<file path="config.mk">
export PLATFORM = sky130hd
export DESIGN_NAME = irq_enable_pending_controller
export DESIGN_NICKNAME = d
export VERILOG_FILES = /design/src/iepc_pkg.sv /design/src/iepc_core.sv /design/src/irq_enable_pending_controller.sv
export SDC_FILE = /design/constraint.sdc
export NUM_CORES = 1
export LEC_CHECK = 0
export BUFFER_PORTS_ARGS = -buffer_cell sky130_fd_sc_hd__clkbuf_2
export CAP_MARGIN = 25
export CORE_AREA = 10 10 183 228
export DETAILED_ROUTE_END_ITERATION = 16
export DIE_AREA = 0 0 193 238
export HOLD_SLACK_MARGIN = 0.06
export PLACE_DENSITY = 0.71
export SYNTH_ARGS = -nofsm -noshare
export SYNTH_HDL_FRONTEND = slang
export SYNTH_HIERARCHICAL = 1
export SYNTH_SLANG_ARGS = --single-unit
</file>
<file path="constraint.sdc">
create_clock -name clk -period 5.2 [get_ports clk]
set_clock_uncertainty 0.05 [all_clocks]
set_input_delay 0.26 -clock clk [delete_from_list [all_inputs] [get_ports clk]]
set_output_delay 0.26 -clock clk [all_outputs]
set_load 0.01 [all_outputs]
</file>
<file path="src/iepc_pkg.sv">
// Shared types and constants for the interrupt enable and pending controller.
// Used by iepc_core and irq_enable_pending_controller; depends on nothing.
`default_nettype none

package iepc_pkg;

  // Operation carried by one input transfer.
  typedef enum logic [2:0] {
    KIND_BUS_WRITE   = 3'd0,
    KIND_BUS_READ    = 3'd1,
    KIND_SIGNAL_IRQ  = 3'd2,
    KIND_SIGNAL_BASE = 3'd3,
    KIND_CLEAR_IRQ   = 3'd4,
    KIND_CLEAR_BASE  = 3'd5
  } kind_t;

  // Word register indexes in the usual order of the scheme.
  localparam logic [3:0] REG_BASIC_PENDING = 4'd0;
  localparam logic [3:0] REG_PENDING_1     = 4'd1;
  localparam logic [3:0] REG_PENDING_2     = 4'd2;
  localparam logic [3:0] REG_ENABLE_1      = 4'd4;
  localparam logic [3:0] REG_ENABLE_2      = 4'd5;
  localparam logic [3:0] REG_ENABLE_BASIC  = 4'd6;
  localparam logic [3:0] REG_DISABLE_1     = 4'd7;
  localparam logic [3:0] REG_DISABLE_2     = 4'd8;
  localparam logic [3:0] REG_DISABLE_BASIC = 4'd9;

  // Sources that exist: bits 29, 43, 45, 46, 48 to 55 and 57.
  localparam logic [63:0] IMPLEMENTED_IRQS = 64'h02FF_6800_2000_0000;
  // GPIO bank 3 enable also covers banks 0 to 2.
  localparam int unsigned GPIO_BANK3_BIT   = 52;
  localparam logic [63:0] GPIO_LOW_BANKS   = 64'h000E_0000_0000_0000;

  // One input item as held in the input register.
  typedef struct packed {
    kind_t       kind;
    logic [3:0]  register_index;
    logic [31:0] write_data;
    logic [5:0]  source_number;
    logic        cpu_irq_masked;
  } item_t;

  // One result item.
  typedef struct packed {
    logic [31:0] read_data;
    logic        irq_request;
  } result_t;

endpackage

`default_nettype wire

</file>
<file path="src/iepc_core.sv">
// State and single-pass update logic of the interrupt controller: word
// registers, enable bits and pending flags. Depends on iepc_pkg.
`default_nettype none

module iepc_core #(
  parameter int NUM_REGISTERS = 10
) (
  input  wire logic             clk,
  input  wire logic             rst_n,
  input  wire logic             fire,
  input  wire iepc_pkg::item_t  item,
  output iepc_pkg::result_t     result
);

  localparam int IDX_W = $clog2(NUM_REGISTERS);

  logic [31:0] words_r   [NUM_REGISTERS];
  logic [31:0] words_nxt [NUM_REGISTERS];
  logic [63:0] en_r, en_nxt;
  logic [63:0] pend_r, pend_nxt;
  logic [7:0]  ben_r, ben_nxt;
  logic [7:0]  bpend_r, bpend_nxt;

  logic             idx_ok;
  logic [IDX_W-1:0] widx;
  logic [63:0]      src_bit;
  logic [63:0]      en_eff;
  logic [63:0]      sel;
  logic             src_basic;
  logic [7:0]       bsrc_bit;
  logic [31:0]      rd;

  assign idx_ok    = ({1'b0, item.register_index} < 5'(NUM_REGISTERS));
  assign widx      = item.register_index[IDX_W-1:0];
  assign src_bit   = 64'd1 << item.source_number;
  assign src_basic = (item.source_number[5:3] == 3'd0);
  assign bsrc_bit  = 8'd1 << item.source_number[2:0];
  assign en_eff    = en_r[iepc_pkg::GPIO_BANK3_BIT] ? (en_r | iepc_pkg::GPIO_LOW_BANKS) : en_r;

  // Next state and read data for the item in the input register.
  always_comb begin
    words_nxt = words_r;
    en_nxt    = en_r;
    pend_nxt  = pend_r;
    ben_nxt   = ben_r;
    bpend_nxt = bpend_r;
    rd        = 32'd0;
    sel       = 64'd0;
    case (item.kind)
      iepc_pkg::KIND_BUS_WRITE: begin
        if (idx_ok) begin
          words_nxt[widx] = item.write_data;
          case (item.register_index)
            iepc_pkg::REG_ENABLE_1, iepc_pkg::REG_DISABLE_1: begin
              sel = {32'd0, item.write_data} & iepc_pkg::IMPLEMENTED_IRQS;
              words_nxt[widx] = 32'd0;
            end
            iepc_pkg::REG_ENABLE_2, iepc_pkg::REG_DISABLE_2: begin
              sel = {item.write_data, 32'd0} & iepc_pkg::IMPLEMENTED_IRQS;
              words_nxt[widx] = 32'd0;
            end
            iepc_pkg::REG_ENABLE_BASIC: begin
              ben_nxt = ben_r | item.write_data[7:0];
              words_nxt[widx] = 32'd0;
            end
            iepc_pkg::REG_DISABLE_BASIC: begin
              ben_nxt = ben_r & ~item.write_data[7:0];
              words_nxt[widx] = 32'd0;
            end
            default: ;
          endcase
          if ((item.register_index == iepc_pkg::REG_ENABLE_1) ||
              (item.register_index == iepc_pkg::REG_ENABLE_2)) begin
            en_nxt = en_r | sel;
          end else begin
            en_nxt = en_r & ~sel;
          end
        end
      end
      iepc_pkg::KIND_BUS_READ: begin
        if (idx_ok) begin
          rd = words_r[widx];
        end
      end
      iepc_pkg::KIND_SIGNAL_IRQ: begin
        if (!item.cpu_irq_masked && ((en_eff & src_bit) != 64'd0)) begin
          if (item.source_number[5]) begin
            words_nxt[IDX_W'(iepc_pkg::REG_PENDING_2)] =
              words_r[IDX_W'(iepc_pkg::REG_PENDING_2)] | src_bit[63:32];
          end else begin
            words_nxt[IDX_W'(iepc_pkg::REG_PENDING_1)] =
              words_r[IDX_W'(iepc_pkg::REG_PENDING_1)] | src_bit[31:0];
          end
          pend_nxt = pend_r | src_bit;
        end
      end
      iepc_pkg::KIND_SIGNAL_BASE: begin
        if (src_basic && !item.cpu_irq_masked && ((ben_r & bsrc_bit) != 8'd0)) begin
          words_nxt[IDX_W'(iepc_pkg::REG_BASIC_PENDING)] =
            words_r[IDX_W'(iepc_pkg::REG_BASIC_PENDING)] | {24'd0, bsrc_bit};
          bpend_nxt = bpend_r | bsrc_bit;
        end
      end
      iepc_pkg::KIND_CLEAR_IRQ: begin
        pend_nxt = pend_r & ~src_bit;
      end
      iepc_pkg::KIND_CLEAR_BASE: begin
        if (src_basic) begin
          bpend_nxt = bpend_r & ~bsrc_bit;
        end
      end
      default: ;
    endcase
  end

  // The request reflects the flags as they stand after this item.
  assign result.read_data   = rd;
  assign result.irq_request = !item.cpu_irq_masked &&
                              ((pend_nxt != 64'd0) || (bpend_nxt != 8'd0));

  // State update, one item per cycle when fire is high.
  always_ff @(posedge clk) begin
    if (!rst_n) begin
      for (int i = 0; i < NUM_REGISTERS; i++) begin
        words_r[i] <= 32'd0;
      end
      en_r    <= 64'd0;
      pend_r  <= 64'd0;
      ben_r   <= 8'd0;
      bpend_r <= 8'd0;
    end else if (fire) begin
      words_r <= words_nxt;
      en_r    <= en_nxt;
      pend_r  <= pend_nxt;
      ben_r   <= ben_nxt;
      bpend_r <= bpend_nxt;
    end
  end

`ifndef SYNTH
  // A clear event leaves the addressed flag low.
  a_clear_drops_flag: assert property (@(posedge clk) disable iff (!rst_n)
    fire && (item.kind == iepc_pkg::KIND_CLEAR_IRQ)
    |=> !pend_r[$past(item.source_number)])
    else $error("pending flag survived a clear");

  // A masked signal never raises a pending flag.
  a_masked_signal_dropped: assert property (@(posedge clk) disable iff (!rst_n)
    fire && item.cpu_irq_masked && (item.kind == iepc_pkg::KIND_SIGNAL_IRQ)
    |=> pend_r == $past(pend_r))
    else $error("masked signal changed the pending flags");

  // Only implemented sources can ever be enabled or pending.
  a_only_implemented: assert property (@(posedge clk) disable iff (!rst_n)
    fire |=> ((en_r | pend_r) & ~iepc_pkg::IMPLEMENTED_IRQS) == 64'd0)
    else $error("unimplemented source enabled or pending");
`endif

endmodule

`default_nettype wire

</file>
<file path="src/irq_enable_pending_controller.sv">
// Top level of the interrupt enable and pending controller: input register,
// result register and handshakes. Depends on iepc_pkg and iepc_core.
`default_nettype none

// One item per clock cycle is accepted and retired as long as the output is
// not stalled; each item passes the input register and then the result register.
// The rate is set by the single-pass update of the controller state (word
// registers, enable bits and pending flags) between the input register and
// the result register. Every transfer on the input gives exactly one result:
// read data on a bus read (zero otherwise) and the processor request line
// as it stands after the item.
module irq_enable_pending_controller #(
  parameter int NUM_REGISTERS = 10
) (
  input  wire logic        clk,
  input  wire logic        rst_n,
  input  wire logic        in_valid,
  output logic             in_stall,
  input  wire logic [2:0]  in_kind,
  input  wire logic [3:0]  in_register_index,
  input  wire logic [31:0] in_write_data,
  input  wire logic [5:0]  in_source_number,
  input  wire logic        in_cpu_irq_masked,
  output logic             out_valid,
  input  wire logic        out_stall,
  output logic [31:0]      out_read_data,
  output logic             out_irq_request
);

  logic                s1_valid_r, s1_valid_nxt;
  iepc_pkg::item_t     s1_item_r;
  logic                out_valid_r, out_valid_nxt;
  iepc_pkg::result_t   out_res_r;
  iepc_pkg::result_t   core_res;
  logic                advance;
  logic                fire;
  logic                in_take;

  // The input register moves on whenever the result register is free or
  // being emptied in this cycle.
  assign advance  = !out_valid_r || !out_stall;
  assign fire     = s1_valid_r && advance;
  assign in_stall = s1_valid_r && !advance;
  assign in_take  = in_valid && !in_stall;

  assign s1_valid_nxt  = in_take ? 1'b1 : (fire ? 1'b0 : s1_valid_r);
  assign out_valid_nxt = fire ? 1'b1 : (out_valid_r && !out_stall ? 1'b0 : out_valid_r);

  // Control registers.
  always_ff @(posedge clk) begin
    if (!rst_n) begin
      s1_valid_r  <= 1'b0;
      out_valid_r <= 1'b0;
    end else begin
      s1_valid_r  <= s1_valid_nxt;
      out_valid_r <= out_valid_nxt;
    end
  end

  // Payload registers.
  always_ff @(posedge clk) begin
    if (in_take) begin
      s1_item_r.kind           <= iepc_pkg::kind_t'(in_kind);
      s1_item_r.register_index <= in_register_index;
      s1_item_r.write_data     <= in_write_data;
      s1_item_r.source_number  <= in_source_number;
      s1_item_r.cpu_irq_masked <= in_cpu_irq_masked;
    end
    if (fire) begin
      out_res_r <= core_res;
    end
  end

  iepc_core #(
    .NUM_REGISTERS (NUM_REGISTERS)
  ) u_core (
    .clk    (clk),
    .rst_n  (rst_n),
    .fire   (fire),
    .item   (s1_item_r),
    .result (core_res)
  );

  assign out_valid       = out_valid_r;
  assign out_read_data   = out_res_r.read_data;
  assign out_irq_request = out_res_r.irq_request;

`ifndef SYNTH
  // An item waiting in the input register is never dropped.
  a_s1_held: assert property (@(posedge clk) disable iff (!rst_n)
    s1_valid_r && !advance |=> s1_valid_r)
    else $error("input item lost while the result register was full");

  // Every processed item lands in the result register.
  a_fire_fills_out: assert property (@(posedge clk) disable iff (!rst_n)
    fire |=> out_valid_r)
    else $error("processed item gave no result");

  // A new transfer is only taken when the input register is empty or moves on.
  a_take_needs_room: assert property (@(posedge clk) disable iff (!rst_n)
    in_take |-> (!s1_valid_r || fire))
    else $error("input transfer overwrote a waiting item");
`endif

endmodule

`default_nettype wire
</file>
==> qor.txt, run 1 <==
Status: finished clean
Final Max Slew Viols: 0
Post-route ant nets: 0
Via count: 16300
Final GP Congestion: 1.03
Fmax: 254 MHz
Critical Path AT: 4380 ps
Area of the die: 45900 µm²
Crit path launch type: flop
Area Overhead vs Synth: 14.3%
Row cnt: 79
FF-to-FF Start: s1_item_r[6]
Crit. End Element: flop
Final setup viols: 0
Area of the core: 37100 µm²
Initial antenna violation count: 1
Diode count: 0
Initial Utilization: 0.547
Port bufs: 84
Synth cell types: 72
Max-cap viol count: 0
Die width: 193 µm
Synth Cell Area: 20300 µm²
Hold Crit Class: input port to flop
Final Hold Viols: 0
Cell taking the most area after synthesis: dfxtp_1
Gr ovfl total: 0
Fraction of the cycle the final worst path needs: 0.758
Worst-Skew Late Latency: 570 ps
CP Class: flop to flop
Leading cell type in the layout, fill and taps excluded: dfxtp_1
First-pass GRT wire length: 92.7 mm
Synth Register Bits: 494
Leakage: 8.14 nW
Maximum vdd drop: 0.234 mV
Post CTS Setup Buffer Count: 0
Largest fanout on the critical path: 18
Largest net degree at the start of global routing: 66
H-tree levels: 2
Critical Path Most Common Cell: buf_4
CP top delay family: simple AND/OR/NAND/NOR gates
Fillers: 3115
Top_reg_cell synth: dfxtp_1
Final Net Count: 2174
Proportion of layout cells with a drive suffix above 1: 0.138
Final wirelength: 59.6 mm
Mapped Cells: 2058
Fraction of registers with async set/reset: 0
Commonest cells after routing, fill and taps aside: dfxtp_1 (415), nand2_1 (281), and2_1 (192)
DR vias/cell: 6.14
CTS Buf Count: 48
CP Launch Point: s1_item_r[6]
CTS tree: built
HP Start: in_write_data[27]
Vias in the first global route: 16000
Min Hold Slack: 356 ps
Syn nets: 2108
Iteration-0 DRC Markers: 1581
Avg WL per Cell: 22.5 µm
Unrepaired setup endpoints after global routing: false
I/O Pins: 85
Worst path max stage delay: 830 ps
Ys Warns: 6
Pwr/cell area: 338 nW/µm²
Average size of a mapped cell: 9.86 µm²
Height of the die: 238 µm
Cell Chain, Critical Path: nand2_1 -> nor2_1 -> o21ai_1 -> a2111oi_2 -> buf_4 -> o21bai_1 -> buf_4 -> o21ai_0
CP required: 5640 ps
Clock Sinks: 494
Ranking of synthesized cells by area: dfxtp_1 (41%), edfxtp_1 (12%), mux4_2 (7.1%)
Tmin final: 3940 ps
Tightest Pin Transition: 1050 ps
Clock Path Buffers: 3
Area share of the largest cell type after synthesis: 0.410
Clock transition at path regs: 60 ps
Relative slew margins: 0.297
Slowest CP cell: edfxtp_1
Clock Tree Root: clkbuf_16
Post-synth EDFFs: 79
Total global-route track usage: 0.255
Setup TNS: 0 ps
Hpwl dp: 39.7 mm
Crit path buf inv count: 2
Seq/Total Area, Yosys: 0.527
DRT Pass-1 Iters: 6
DR DRC count: 0
-- worst register-to-register path: cells and delay by family, from the launching register on --
family          cells  cell delay (ps)
flops               1              830
simple gates        2             1370
buf+inv             2              470
compound gates      4             1160
-- timing repair --
item                       in CTS  in global routing
gates resized for setup         0                  0
setup endpoints to repair       0                  0
hold buffers                   50                  0
hold endpoints to repair       48                  0
-- path summary, 6_finish.rpt --
check,slack [ps],cells after the start,to
setup / recovery,1260,8,u_core/words_r[267]
hold / removal,360,2,s1_item_r[34]
setup reg to reg,1260,8,u_core/words_r[267]
hold reg to reg,380,2,u_core/pend_r[42]
-- stage by stage --
step | util | instance area (µm²) | worst slack (ps) | power, mW | std cells
final | 0.625 | 23200 | 1260 | 7.82 | 2649
after global routing | 0.625 | 23200 | 1050 | 8.04 | 2649
after CTS | 0.625 | 23200 | 1400 | 7.86 | 2648
after detailed placement | 0.570 | 21100 | 1410 | 4.42 | 2509
after global placement | 0.569 | 21100 | 1290 | 4.41 | 2507
after floorplan | - | 20300 | 91.6 | 4.26 | 2058
-- flip-flops by register name, summed over array words and instances (netlist names), named ones only --
signal and count:
out_irq_request 1, out_read_data 32, out_valid 1, s1_item_r 46, s1_valid_r 1, u_core/bpend_r 8
u_core/pend_r 64, u_core/words_r 320
-- logic make-up after synthesis --
| kind of cell | count (synthesis) | share of synthesized area |
|---|---|---|
| xor gates and xnor gates | 1 | 0.000432 |
| buffers and inverters | 197 | 0.0401 |
| DFF | 494 | 0.527 |
| muxes | 102 | 0.0898 |
| and+or+nand+nor | 737 | 0.179 |
| AOI/OAI and AO/OA | 527 | 0.164 |
-- cell usage after synthesis (20+ instances only) --
master	number
inv_1	20
nand3_1	37
a22oi_1	33
mux2i_1	38
a221oi_1	45
mux4_2	64
and2_1	192
buf_1	21
dfxtp_1	415
nor2_1	128
nand2_1	281
a21oi_1	190
o31ai_1	66
a31oi_1	25
edfxtp_1	79
o21ai_0	99
clkbuf_1	128
-- where the power goes --
| group | internal [mW] | switching [mW] | total, mW |
|---|---|---|---|
| clock | 1.99 | 1.47 | 3.45 |
| sequential | 3.92 | 0.0584 | 3.98 |
| combinational | 0.124 | 0.273 | 0.397 |
| total | 6.03 | 1.80 | 7.82 |
-- layout make-up --
type	count	area [µm²]	share of cell area
tap	486	608	0.0262
clock inverter	19	178	0.00766
sequential	494	10700	0.461
clock buffer	70	1380	0.0594
inverter	21	81.3	0.00351
timing repair buffer	192	1380	0.0594
multi-input combinational	1367	8880	0.383
-- layer usage --
layer  vias up  global-route usage  share of wire
met5         -                   0        0.00020
met4         2               0.114          0.044
met3       169              0.0385          0.066
met2       697               0.423           0.49
met1      7873               0.322           0.40
li1       7511                   -              -
(Power assumes the default switching activity.)
==> run 2, diff against run 1 <==
clock period = 3.5 ns   (was 5.2 ns; I/O delays follow)
==> run 2 against run 1 <==
Compared with the run above: total power is 49% higher; critical path depth decreased by 2; routed wire length increased by 3.6%; global-route usage up 0.78 points; combinational power is 61% higher; sequential power is 48% higher; hold slack worse by 170 ps; worst setup slack got worse by 1100 ps; largest cell class unchanged; largest power group unchanged.
==> qor.txt, run 2 (synthesis gave the netlist of run 1 again) <==
Largest fanout on the critical path: 15 (-3)
CP required: 3750 ps (-1890 ps)
Unrepaired setup endpoints after global routing: false
Leakage: 8.42 nW (+3.5%)
Hpwl dp: 42.1 mm (+6.0%)
DRT Pass-1 Iters: 6 (unchanged)
Clock Tree Root: clkbuf_16
Critical Path AT: 3560 ps (-820 ps)
Area Overhead vs Synth: 16.4%
Tmin final: 3310 ps (-631 ps)
Clock Sinks: 494 (unchanged)
Post-CTS sizing: 0 (unchanged)
CTS Buf Count: 47 (-2.1%)
Tightest Pin Transition: 996 ps (-54.7 ps)
Leading cell type in the layout, fill and taps excluded: dfxtp_1
Final wirelength: 61.7 mm (+3.6%)
Commonest cells after routing, fill and taps aside: dfxtp_1 (415), nand2_1 (281), and2_1 (192)
DR vias/cell: 6.11 (-0.40%)
Final setup viols: 0 (unchanged)
Iteration-0 DRC Markers: 1489 (-5.8%)
Via count: 16500 (+1.4%)
Clock Path Buffers: 3 (unchanged)
Area of the multi-input gates: 8870 µm² (-0.14%)
CP Class: flop to flop
Avg WL per Cell: 22.9 µm (+1.7%)
Min Hold Slack: 184 ps (-172 ps)
H-tree levels: 2 (unchanged)
Clock transition at path regs: 60 ps (about the same)
Final GP Congestion: 0.947 (-8.0%)
Max reg flops: 320 (unchanged)
Final Net Count: 2222 (+2.2%)
Initial Utilization: 0.547 (unchanged)
Diode count: 0 (unchanged)
HP Start: rst_n
Fin util: 0.637 (+0.0113)
CP Launch Point: s1_item_r[5]
Seq. cell area: 10700 µm² (unchanged)
Largest regs: u_core/words_r (320), u_core/pend_r (64), s1_item_r (46)
Worst-Skew Late Latency: 560 ps (about the same)
Pwr/cell area: 494 nW/µm² (+47%)
Final Hold Viols: 0 (unchanged)
Area of the core: 37100 µm² (unchanged)
FF-to-FF Start: s1_item_r[5]
Gr ovfl total: 0 (unchanged)
Post-route ant nets: 0 (unchanged)
Largest net degree at the start of global routing: 78 (+18%)
Hold Crit Class: input port to flop
First-pass GRT wire length: 95.0 mm (+2.4%)
Die width: 193 µm (unchanged)
Fraction of the cycle the final worst path needs: 0.946 (+0.188)
Maximum vdd drop: 0.396 mV (+69%)
Register bank with the most flops: u_core/words_r
DR DRC count: 0 (unchanged)
Setup TNS: 0 ps (unchanged)
Fmax: 302 MHz (+19%)
Height of the die: 238 µm (unchanged)
Row cnt: 79 (unchanged)
Post-Place Cells: 2560 (+2.0%)
Initial antenna violation count: 0 (-1)
I/O Pins: 85 (unchanged)
Relative slew margins: 0.336 (+0.0391)
Status: finished clean
Max-cap viol count: 0 (unchanged)
Proportion of layout cells with a drive suffix above 1: 0.164 (+0.0259)
Port bufs: 84 (unchanged)
Fin cells: 2697 (+1.8%)
Total global-route track usage: 0.263 (+0.00784)
Area of the die: 45900 µm² (unchanged)
Vias in the first global route: 16100 (+0.36%)
Post CTS Setup Buffer Count: 0 (unchanged)
Final Max Slew Viols: 0 (unchanged)
Crit. End Element: flop
CTS tree: built
Fillers: 3005 (-3.5%)
Crit path launch type: flop
run 2: layer usage:
| metal | GRT usage | wire (µm) |
|---|---|---|
| met5 | 0 | 0 |
| met4 | 0.120 | 3030 |
| met3 | 0.0397 | 3830 |
| met2 | 0.445 | 30400 |
| met1 | 0.323 | 24400 |
run 2: worst paths after layout:
check / to / slack (ps) / depth (start not counted)
hold reg to reg: u_core/pend_r[42] / 380 / 2
setup / recovery: out_irq_request / 190 / 6
setup reg to reg: out_irq_request / 190 / 6
hold / removal: u_core/words_r[197] / 180 / 3
run 2: area by class of cell:
class                      count  area share
clock buffer                  67      0.0595
sequential                   494       0.453
tap                          486      0.0258
clock inverter                21     0.00737
multi-input combinational   1367       0.376
timing repair buffer         241      0.0756
inverter                      21     0.00345
run 2: worst max-delay path, stage by stage (launching register included):
cell      delay, ps
edfxtp_1        420
or3_1           650
or2_0           420
o32ai_1         630
o21ai_0         350
nor4_1          370
a41oi_1         150
run 2: power breakdown:
group	switching [mW]	leakage [nW]	internal (mW)	total, mW
combinational	0.432	3.53	0.209	0.641
sequential	0.0702	4.10	5.82	5.89
clock	2.19	0.791	2.95	5.14
total	2.69	8.42	8.98	11.7
run 2: repair_timing:
item,in CTS,in global routing
setup endpoints to repair,0,0
endpoints found under the hold margin,61,0
hold buffers,49,0
run 2: per-stage QoR:
step / instance area, µm² / worst slack (ps) / total power, mW
floorplan: 20300 / 5.69 / 6.33
global placement: 21500 / 217 / 6.59
detailed placement: 21500 / 210 / 6.60
CTS: 23600 / 213 / 11.7
global route: 23600 / 91.2 / 12.0
finish: 23600 / 189 / 11.7
